[src/hw/rtl/dsd_pkg.sv]
// shared constants, types and month table for the date span day counter
package dsd_pkg;

  localparam int YEAR_W  = 14;
  localparam int FIELD_W = 7;
  localparam int SPAN_W  = 23;
  localparam int Q100_W  = 7;
  localparam int DBM_W   = 9;

  localparam logic [YEAR_W-1:0]  MAX_YEAR    = 14'd9999;
  localparam logic [FIELD_W-1:0] FIELD_LIMIT = 7'd99;
  localparam logic [FIELD_W-1:0] MONTH_FIRST = 7'd1;
  localparam logic [FIELD_W-1:0] MONTH_MARCH = 7'd3;
  localparam logic [FIELD_W-1:0] MONTH_LAST  = 7'd12;

  localparam logic [7:0] CHAR_ZERO  = 8'h30;
  localparam logic [7:0] CHAR_NINE  = 8'h39;
  localparam logic [7:0] CHAR_SLASH = 8'h2f;

  localparam logic [SPAN_W-1:0] DAYS_PER_YEAR = 23'd365;
  localparam logic [6:0]        CENTURY       = 7'd100;

  // floor(y / 100) == (y * RECIP_100) >> RECIP_SHIFT for all y up to MAX_YEAR
  localparam logic [12:0] RECIP_100   = 13'd5243;
  localparam int          RECIP_SHIFT = 19;

  typedef enum logic [1:0] {
    FIELD_YEAR  = 2'd0,
    FIELD_MONTH = 2'd1,
    FIELD_DAY   = 2'd2
  } field_t;

  // days in the months before the given one, non-leap year
  function automatic logic [DBM_W-1:0] days_before_month(input logic [FIELD_W-1:0] month);
    logic [DBM_W-1:0] days;
    case (month)
      7'd1:    days = 9'd0;
      7'd2:    days = 9'd31;
      7'd3:    days = 9'd59;
      7'd4:    days = 9'd90;
      7'd5:    days = 9'd120;
      7'd6:    days = 9'd151;
      7'd7:    days = 9'd181;
      7'd8:    days = 9'd212;
      7'd9:    days = 9'd243;
      7'd10:   days = 9'd273;
      7'd11:   days = 9'd304;
      7'd12:   days = 9'd334;
      default: days = 9'd0;
    endcase
    return days;
  endfunction

endpackage

[src/hw/rtl/date_span_day_counter_top.sv]
// date span day counter: date string parser and day ordinal pipeline
// last char of second date to out_valid: snapshot, multiply, ordinal, output registers
// throughput: one character per cycle; input stalls only when all ordinal stages are held
// behind a waiting result
// reset: synchronous, clears parser state and all stage valid bits, no result pending
module date_span_day_counter_top (
  input  logic                             clk,
  input  logic                             rst,
  input  logic                             in_valid,
  output logic                             in_stall,
  input  logic [7:0]                       char_code,
  input  logic                             end_of_date,
  output logic                             out_valid,
  input  logic                             out_stall,
  output logic signed [dsd_pkg::SPAN_W-1:0] day_span,
  output logic                             format_error
);

  // parser state
  logic                          second_active;
  dsd_pkg::field_t               pos;
  logic [dsd_pkg::YEAR_W-1:0]    year_acc;
  logic [dsd_pkg::FIELD_W-1:0]   month_acc;
  logic [dsd_pkg::FIELD_W-1:0]   day_acc;
  logic                          error_seen;

  dsd_pkg::field_t               pos_next;
  logic [dsd_pkg::YEAR_W-1:0]    year_next;
  logic [dsd_pkg::FIELD_W-1:0]   month_next;
  logic [dsd_pkg::FIELD_W-1:0]   day_next;
  logic                          error_next;
  logic                          date_err;
  logic                          is_digit;
  logic [3:0]                    digit;
  logic [16:0]                   year_sum;
  logic [9:0]                    month_sum;
  logic [9:0]                    day_sum;
  logic                          accept;

  // snapshot stage
  logic                          b_valid;
  logic                          b_second;
  logic                          b_err;
  logic [dsd_pkg::YEAR_W-1:0]    b_year;
  logic [dsd_pkg::FIELD_W-1:0]   b_month;
  logic [dsd_pkg::FIELD_W-1:0]   b_day;

  // multiply stage
  logic                          m_valid;
  logic                          m_second;
  logic                          m_err;
  logic [dsd_pkg::YEAR_W-1:0]    m_year;
  logic [dsd_pkg::FIELD_W-1:0]   m_month;
  logic [dsd_pkg::FIELD_W-1:0]   m_day;
  logic [dsd_pkg::SPAN_W-1:0]    m_y365;
  logic [dsd_pkg::Q100_W-1:0]    m_q100;
  logic [26:0]                   q_prod;

  // ordinal stage
  logic                          c_valid;
  logic                          c_second;
  logic                          c_err;
  logic [dsd_pkg::SPAN_W-1:0]    c_ord;
  logic [dsd_pkg::SPAN_W-1:0]    first_ord;
  logic [dsd_pkg::YEAR_W-1:0]    r100;
  logic                          r100_nz;
  logic                          leap;
  logic                          month_ok;
  logic                          leap_add;
  logic [dsd_pkg::SPAN_W-1:0]    ord_next;
  logic [dsd_pkg::SPAN_W-1:0]    span_next;

  // output stage
  logic                          o_valid;
  logic                          o_free;
  logic                          c_move;
  logic                          c_ready;
  logic                          m_ready;
  logic                          b_ready;

  assign o_free  = !o_valid || !out_stall;
  assign c_move  = c_valid && (!c_second || o_free);
  assign c_ready = !c_valid || c_move;
  assign m_ready = !m_valid || c_ready;
  assign b_ready = !b_valid || m_ready;

  assign in_stall  = !b_ready;
  assign accept    = in_valid && !in_stall;
  assign out_valid = o_valid;

  // character parse
  always_comb begin
    is_digit   = (char_code >= dsd_pkg::CHAR_ZERO) && (char_code <= dsd_pkg::CHAR_NINE);
    digit      = char_code[3:0];
    year_sum   = {3'b0, year_acc} * 17'd10 + {13'b0, digit};
    month_sum  = {3'b0, month_acc} * 10'd10 + {6'b0, digit};
    day_sum    = {3'b0, day_acc} * 10'd10 + {6'b0, digit};
    pos_next   = pos;
    year_next  = year_acc;
    month_next = month_acc;
    day_next   = day_acc;
    error_next = error_seen;
    if (is_digit) begin
      case (pos)
        dsd_pkg::FIELD_YEAR: begin
          if (year_sum > {3'b0, dsd_pkg::MAX_YEAR}) begin
            year_next  = dsd_pkg::MAX_YEAR;
            error_next = 1'b1;
          end else begin
            year_next = year_sum[dsd_pkg::YEAR_W-1:0];
          end
        end
        dsd_pkg::FIELD_MONTH: begin
          if (month_sum > {3'b0, dsd_pkg::FIELD_LIMIT}) begin
            month_next = dsd_pkg::FIELD_LIMIT;
            error_next = 1'b1;
          end else begin
            month_next = month_sum[dsd_pkg::FIELD_W-1:0];
          end
        end
        default: begin
          if (day_sum > {3'b0, dsd_pkg::FIELD_LIMIT}) begin
            day_next   = dsd_pkg::FIELD_LIMIT;
            error_next = 1'b1;
          end else begin
            day_next = day_sum[dsd_pkg::FIELD_W-1:0];
          end
        end
      endcase
    end else if (char_code == dsd_pkg::CHAR_SLASH) begin
      case (pos)
        dsd_pkg::FIELD_YEAR:  pos_next = dsd_pkg::FIELD_MONTH;
        dsd_pkg::FIELD_MONTH: pos_next = dsd_pkg::FIELD_DAY;
        default:              error_next = 1'b1;
      endcase
    end else begin
      error_next = 1'b1;
    end
    date_err = error_next || (pos_next != dsd_pkg::FIELD_DAY) ||
               (month_next < dsd_pkg::MONTH_FIRST) || (month_next > dsd_pkg::MONTH_LAST);
  end

  always_ff @(posedge clk) begin
    if (rst) begin
      second_active <= 1'b0;
      pos           <= dsd_pkg::FIELD_YEAR;
      year_acc      <= '0;
      month_acc     <= '0;
      day_acc       <= '0;
      error_seen    <= 1'b0;
    end else if (accept) begin
      if (end_of_date) begin
        pos           <= dsd_pkg::FIELD_YEAR;
        year_acc      <= '0;
        month_acc     <= '0;
        day_acc       <= '0;
        second_active <= !second_active;
        error_seen    <= second_active ? 1'b0 : date_err;
      end else begin
        pos        <= pos_next;
        year_acc   <= year_next;
        month_acc  <= month_next;
        day_acc    <= day_next;
        error_seen <= error_next;
      end
    end
  end

  // stage valid bits
  always_ff @(posedge clk) begin
    if (rst) begin
      b_valid <= 1'b0;
      m_valid <= 1'b0;
      c_valid <= 1'b0;
      o_valid <= 1'b0;
    end else begin
      if (b_ready) begin
        b_valid <= accept && end_of_date;
      end
      if (m_ready) begin
        m_valid <= b_valid;
      end
      if (c_ready) begin
        c_valid <= m_valid;
      end
      if (o_free) begin
        o_valid <= c_move && c_second;
      end
    end
  end

  // snapshot of a closed date
  always_ff @(posedge clk) begin
    if (accept && end_of_date) begin
      b_second <= second_active;
      b_err    <= date_err;
      b_year   <= year_next;
      b_month  <= month_next;
      b_day    <= day_next;
    end
  end

  assign q_prod = {13'b0, b_year} * {14'b0, dsd_pkg::RECIP_100};

  always_ff @(posedge clk) begin
    if (m_ready && b_valid) begin
      m_second <= b_second;
      m_err    <= b_err;
      m_year   <= b_year;
      m_month  <= b_month;
      m_day    <= b_day;
      m_y365   <= {9'b0, b_year} * dsd_pkg::DAYS_PER_YEAR;
      m_q100   <= q_prod[dsd_pkg::RECIP_SHIFT +: dsd_pkg::Q100_W];
    end
  end

  // day ordinal from the year products
  always_comb begin
    r100     = m_year - ({7'b0, m_q100} * {7'b0, dsd_pkg::CENTURY});
    r100_nz  = (r100 != '0);
    leap     = ((m_year[1:0] == 2'b00) && r100_nz) || (!r100_nz && (m_q100[1:0] == 2'b00));
    month_ok = (m_month >= dsd_pkg::MONTH_FIRST) && (m_month <= dsd_pkg::MONTH_LAST);
    leap_add = leap && month_ok && (m_month >= dsd_pkg::MONTH_MARCH);
    ord_next = m_y365
             + 23'(m_year[dsd_pkg::YEAR_W-1:2]) + 23'(m_year[1:0] != 2'b00)
             - 23'(m_q100) - 23'(r100_nz)
             + 23'(m_q100[dsd_pkg::Q100_W-1:2]) + 23'(r100_nz || (m_q100[1:0] != 2'b00))
             + 23'(dsd_pkg::days_before_month(m_month))
             + 23'(leap_add)
             + 23'(m_day);
  end

  always_ff @(posedge clk) begin
    if (c_ready && m_valid) begin
      c_second <= m_second;
      c_err    <= m_err;
      c_ord    <= ord_next;
    end
  end

  always_ff @(posedge clk) begin
    if (c_move && !c_second) begin
      first_ord <= c_ord;
    end
  end

  assign span_next = c_ord - first_ord + 23'd1;

  always_ff @(posedge clk) begin
    if (c_move && c_second) begin
      day_span     <= c_err ? '0 : span_next;
      format_error <= c_err;
    end
  end

  a_year_in_range: assert property (@(posedge clk) disable iff (rst)
    year_acc <= dsd_pkg::MAX_YEAR)
    else $error("year accumulator above limit");

  a_close_snapshots: assert property (@(posedge clk) disable iff (rst)
    (accept && end_of_date) |=> b_valid)
    else $error("closed date not captured");

  a_second_clears: assert property (@(posedge clk) disable iff (rst)
    (accept && end_of_date && second_active) |=> (!second_active && !error_seen))
    else $error("parser not cleared after second date");

  a_first_keeps_fields_clear: assert property (@(posedge clk) disable iff (rst)
    (accept && end_of_date && !second_active) |=>
      (second_active && (pos == dsd_pkg::FIELD_YEAR) && (year_acc == '0)))
    else $error("fields not cleared after first date");

  a_held_second: assert property (@(posedge clk) disable iff (rst)
    (c_valid && c_second && !o_free) |=> c_valid)
    else $error("second ordinal lost while result waits");

  a_error_zero_span: assert property (@(posedge clk) disable iff (rst)
    (o_valid && format_error) |-> (day_span == '0))
    else $error("error result carries a span");

endmodule

[config.mk]
export PLATFORM = sky130hd
export DESIGN_NAME = date_span_day_counter_top
export DESIGN_NICKNAME = d
export VERILOG_FILES = /design/src/hw/rtl/dsd_pkg.sv /design/src/hw/rtl/date_span_day_counter_top.sv
export SDC_FILE = /design/constraint.sdc
export NUM_CORES = 1
export LEC_CHECK = 0
export BUFFER_PORTS_ARGS = -buffer_cell sky130_fd_sc_hd__buf_2
export CAP_MARGIN = 20
export CELL_PAD_IN_SITES_DETAIL_PLACEMENT = 2
export CELL_PAD_IN_SITES_GLOBAL_PLACEMENT = 2
export CORE_AREA = 2 2 297 225
export DETAILED_ROUTE_END_ITERATION = 10
export DIE_AREA = 0 0 299 227
export PLACE_DENSITY_LB_ADDON = 0.3
export SYNTH_ARGS = -nofsm -noshare
export SYNTH_HDL_FRONTEND = slang
export SYNTH_SLANG_ARGS = --single-unit
[constraint.sdc]
create_clock -name clk -period 10.96 [get_ports clk]
set_input_delay 2.192 -clock clk [delete_from_list [all_inputs] [get_ports clk]]
set_output_delay 2.192 -clock clk [all_outputs]
set_load 0.05 [all_outputs]
---- Word level (Yosys, flattened, before mapping) ----
Memories as Yosys holds them, arrays and structs flattened. A register that Yosys moved wholly into a read port is not among the register bits.
Cells that the tools add are included.
Widths: inputs -> output; s select.
word-level totals
  memories kept ........................... 1
  ROM bits ................................ 144
  logic and storage cells ................. 131
  flip-flop bits (word level) ............. 198
memory list
  memory           depth  bits a word  rd ports  clocked after Yosys merged registers in  wr ports  line           source
  (no name shown)  16     9            1         1                                        0         dsd_pkg.sv:36  case (month)
operators by class
  multiplexer cells ....................... 27
  $lt $le $gt $ge ......................... 10
  equality and inequality tests ........... 3
  $add $sub $neg .......................... 15
  reduce and logical (&&, ||, !) cells .... 41
  $mul .................................... 6
operator list
  kind                    count
  $add 23x1->23           3
  $mux 14                 4
  $mux 7                  8
  $mul 14x13->26 const B  1
  $add 23x1->23 const B   1
  $add 23x12->23          1
  $add 23x5->23           1
  $add 23x7->23           1
  $add 23x9->23           1
  $mul 14x9->23 const B   1
  $sub 23x1->23           1
  $sub 23x23->23          1
  $sub 23x7->23           1
  $add 10x4->10           2
  $gt 10x7->1 const B     2
  $mul 7x3->9 const B     2
  $add 17x4->17           1
  $gt 17x14->1 const B    1
  $mul 14x3->16 const B   1
  $reduce_bool 14->1      1
  $sub 14x14->14          1
  $logic_and 1x1->1       13
  $mul 7x5->12 const B    1
  $logic_or 1x1->1        10
  22 further kinds        42

---- Longest topological paths before layout ----
  word-level depth ........................ 11
  depth in mapped cells ................... 37

---- Worst setup path before layout ----
Ideal clock, no wire load.
  kind .................................... register to register
  start ................................... reg m_q100[3] (netlist name)
  end ..................................... reg c_ord[22] (netlist name) (data pin)
  period minus slack after synthesis ...... 8.793 ns
  path buffers ............................ 0
  setup slack ............................. 2.167 ns
  stages on the path, launching flop included .. 35
  data arrival time ....................... 8.533 ns
  library setup time ...................... 0.260 ns
  cells stage by stage .................... edfxtp_1 > ha_1 > ha_1 > fa_1 > ha_1 > a21oi_1 > o21bai_1 > a21oi_1 > xnor2_1 > ha_1 > and2_1 > a31o_2 > or4b_1 > a221oi_1 > a21oi_1 > fa_1 > inv_1 > fa_1 > inv_1 > fa_1 > inv_1 > fa_1 > inv_1 > ha_1 > fa_1 > a21o_1 > a21oi_1 > o211a_1 > a211oi_1 > a311o_1 > a31oi_1 > a21oi_1 > a21o_1 > a21oi_1 > xnor2_1
on the way
  word-level cells in the longest chain between the ends .. 10
  elaborated cells between the ends (all ways) .. 17
  those cells by class .................... add/sub (8); mul (1); reduce/logical (8)
RTL lines
  what                                                   line                              source
  from (decl)                                            date_span_day_counter_top.sv:56   logic [dsd_pkg::Q100_W-1:0] m_q100;
  from (signal assigned)                                 date_span_day_counter_top.sv:213  m_q100 <= q_prod[dsd_pkg::RECIP_SHIFT +: dsd_pkg::Q100_W];
  branches (longest 8 deep; another with $sub 23x1->23)  -
  $add 23x1->23 *                                        date_span_day_counter_top.sv:229  + 23'(leap_add)
  $add 23x7->23 *                                        date_span_day_counter_top.sv:230  + 23'(m_day);
  named net ord_next (one bit)                           date_span_day_counter_top.sv:70   logic [dsd_pkg::SPAN_W-1:0] ord_next;
  to (signal assigned)                                   date_span_day_counter_top.sv:237  c_ord <= ord_next;
  to (decl)                                              date_span_day_counter_top.sv:63   logic [dsd_pkg::SPAN_W-1:0] c_ord;
Mark *: on every way through the listed nets, which the timed path passes.
A chain may end at the register's enable or synchronous reset.

---- Final worst setup path ----
Same ends and word-level chain as after synthesis.

==> impl_metrics.csv <==
group,metric,value,unit
cts,clock-root-buffer,"clkbuf_16",
finish,final_nets,2412,
die,start_util,0.298,
global_route,grt_max_degree,59,
placed_design,dpl_worst_slack,1210,ps
routing,ant_nets,0,
synthesis,synthFlopType,"edfxtp_1",
finish,diodes,0,
synthesis,synth_compound_area_frac,0.121,
cts,cts_resized,0,
worst_setup_path,cp-start-kind,"flop",
hold_path,whs_path_depth,0,
routing,routed_wl,54300,µm
synthesis,synth_top_area_frac,0.248,
global_route,grt_pass1_wl,87200,µm
synthesis,synth_area,19400,µm²
synthesis,yosys.area_share.simple,0.105,
sta,setup_violations,0,
power_and_ir_drop,swShare,0.377,
global_route,grt-ovfl-total,0,
routing,vias_per_cell,4.89,
global_route,first_global_vias,15500,
routing,drt_first_pass_iters,4,
synthesis,syn_avg_cell_area,10.4,µm²
sta,fmax,102,MHz
power_and_ir_drop,leakagePower,9.94,nW
synthesis,synth_edf_count,160,
sta,fin_setup_tns,0,ps
power_and_ir_drop,p_seq_frac,0.266,
routing,post-route-drc-count,0,
synthesis,synth_top_cells_by_area,"edfxtp_1 25%, ha_1 21%, fa_1 15%, inv_1 6.3%, dfxtp_1 4.7%",
sta,finalClockSkew,16.9,ps
worst_setup_path,max_stage_delay,540,ps
cts,clk_latency,550,ps
cts,numClockSinks,205,
cts,clkTransAtPathRegs,60,ps
worst_setup_path,cp-startpoint,"m_q100[3]",
sta,finalCritPeriodShare,0.891,
cts,post-cts-setup-buffers,0,
routing,vias,13700,
finish,drive_gt1_frac,0.0643,
power_and_ir_drop,p_per_area,172,nW/µm²
finish,nFillCells,7122,
cts,cts_hold_buf,0,
cts,cts_buffer_depth,3,
power_and_ir_drop,internal_power,2.32,mW
synthesis,synth.net_count,2356,
synthesis,synth_seq_cells,205,
sta,rsz0062_at_grt,"no",
global_route,globalRouteTotalUtil,0.162,
routing,drt_iter0_drc,536,
die,num_rows,81,
worst_setup_path,cp_max_fo,6,
sta,slew_viol_final,0,
synthesis,yosysTopAreaCell,"edfxtp_1",
status,status,"complete, no violations",
worst_setup_path,worstSetupEndpointType,"flop",
hold_path,hp-class,"flop to flop",
cts,cts_htree_levels,1,
die,core,64900,µm²
global_route,antenna_found_initial,1,
worst_setup_path,slowest_stage,"edfxtp_1",
power_and_ir_drop,p_sw,1.40,mW
power_and_ir_drop,vdd_drop_max,0.119,mV
die,die_w,299,µm
worst_setup_path,reg2reg_depth,34,
power_and_ir_drop,clkPwrFrac,0.257,
cts,cts_made_buffers,26,
power_and_ir_drop,combPwrFrac,0.477,
placed_design,finalWeightedCongestion,0.814,
synthesis,yosysWarnings,0,
finish,syn2layout_area_growth,11.6,%
die,die_height,227,µm
synthesis,synthCells,1867,
sta,slew-limit-headroom,0.358,
cts,cts_tree,"built",
worst_setup_path,critPathKind,"flop to flop",
worst_setup_path,crit_arrival,10050,ps
synthesis,synth_top_family_by_area,"adder cells",
worst_setup_path,reg2reg_to,"c_ord[22]",
hold_path,min_to,"m_month[6]",
sta,fin_ws,1190,ps
synthesis,synth_adder_area_share,0.364,
synthesis,yosysUniqueCellTypes,86,
sta,max_slew.worst_pin.slew,961,ps
sta,finalHoldViolCount,0,
synthesis,synthTopCellsByCount,"331 x ha_1, 325 x inv_1, 160 x edfxtp_1",
synthesis,synth_xor_area_frac,0.0467,
worst_setup_path,regToRegSetupSlack,1190,ps
sta,post-route-min-period,9770,ps
synthesis,synthMuxAreaShare,0.00259,
synthesis,ys_async_sr_fraction,0,
hold_path,worstHoldStart,"b_month[6]",
die,io_pins,39,
worst_setup_path,r2r_start,"m_q100[3]",
placed_design,hpwl,45200,µm
die,dieArea,67900,µm²
placed_design,numPortBuffers,38,
synthesis,synth_most_common_cell,"ha_1",
routing,wl_per_cell,19.3,µm
synthesis,ys_seq_area_frac,0.295,
flow_run,cap_violations,0,
worst_setup_path,cp.required,11240,ps
## power by group through the flow
stage	Sequential, mW	Clock (mW)	Combinational, mW
after floorplan	0.992	0	1.30
after global placement	1.00	0	1.70
after detailed placement	1.01	0	1.78
after CTS	0.991	0.985	1.81
after global routing	0.995	1.02	2.04
final	0.989	0.954	1.77
## cell type report
type	instances	area, µm²	area share
clock buffers	35	767	0.0355
clock inverters	13	193	0.00892
inverters	325	1220	0.0565
multi-input cells	1318	12400	0.573
flip-flops and latches	205	5710	0.264
well taps	871	1090	0.0505
repair buffers	47	258	0.0119
## worst max-delay path, delay by kind of cell, from the launching register on
kind | cells | cell delay (ps)
buffers and inverters | 4 | 200
adders and majority gates | 11 | 4350
and+or+nand+nor | 2 | 700
AOI/OAI and AO/OA | 15 | 3470
DFF | 1 | 540
xor gates and xnor gates | 2 | 240
## logic make-up after synthesis
logic type               after synthesis
adder cells (fa/ha/maj)              476
AND/OR/NAND/NOR                      402
buffers and inverters                344
AO/OA/AOI/OAI                        335
flip-flops                           205
XOR/XNOR                             100
multiplexers                           5
## worst max-delay path by stage
stage	cells past startpoint	endpoint
CTS	34	c_ord[22]
global placement	33	c_ord[21]
detailed placement	34	c_ord[22]
global route	33	c_ord[21]
floorplan	34	c_ord[22]
finish	34	c_ord[22]
## layer usage
metal / global-route usage / part of all wire / vias up
met5: 0 / 0.00024 / -
met4: 0.0285 / 0.015 / 2
met2: 0.262 / 0.45 / 106
met1: 0.236 / 0.51 / 6991
met3: 0.0175 / 0.023 / 51
li1: - / - / 6598
## cell usage in the layout (no fill, tap or decap), drive strengths merged, types with 11 or more instances in the layout
cell,n
a211oi,13
o21a,24
inv,325
nand2,92
a31oi,13
ha,331
or3,12
nor2b,22
xor2,32
a21oi,81
dfxtp,45
edfxtp,160
nand3,25
a22oi,17
o21ai,55
nor3,36
a21o,25
clkbuf,35
and3,13
buf,47
o211ai,11
fa,145
nand2b,15
xnor2,66
nor2,127
and2,12
## stage by stage
stage               std cells  hold WS [ps]  total power [mW]   util  area, µm²
finish                   2814           426              3.72  0.333      21600
detailed placement       2766           407              2.79  0.318      20600
global placement         2766           406              2.71  0.318      20600
floorplan                1867           400              2.29      -      19400
global route             2814           438              4.05  0.333      21600
CTS                      2814           431              3.79  0.333      21600
## state kept, by name, indices dropped and copies added (netlist names), 2 cells and up, named ones only
| register | cells |
|---|---|
| c_ord | 23 |
| day_span | 23 |
| first_ord | 23 |
| m_y365 | 21 |
| b_year | 14 |
| m_year | 14 |
| year_acc | 14 |
| b_day | 7 |
| b_month | 7 |
| day_acc | 7 |
| m_day | 7 |
| m_month | 7 |
| m_q100 | 7 |
| month_acc | 7 |
| pos | 2 |
(Power assumes the default switching activity.)
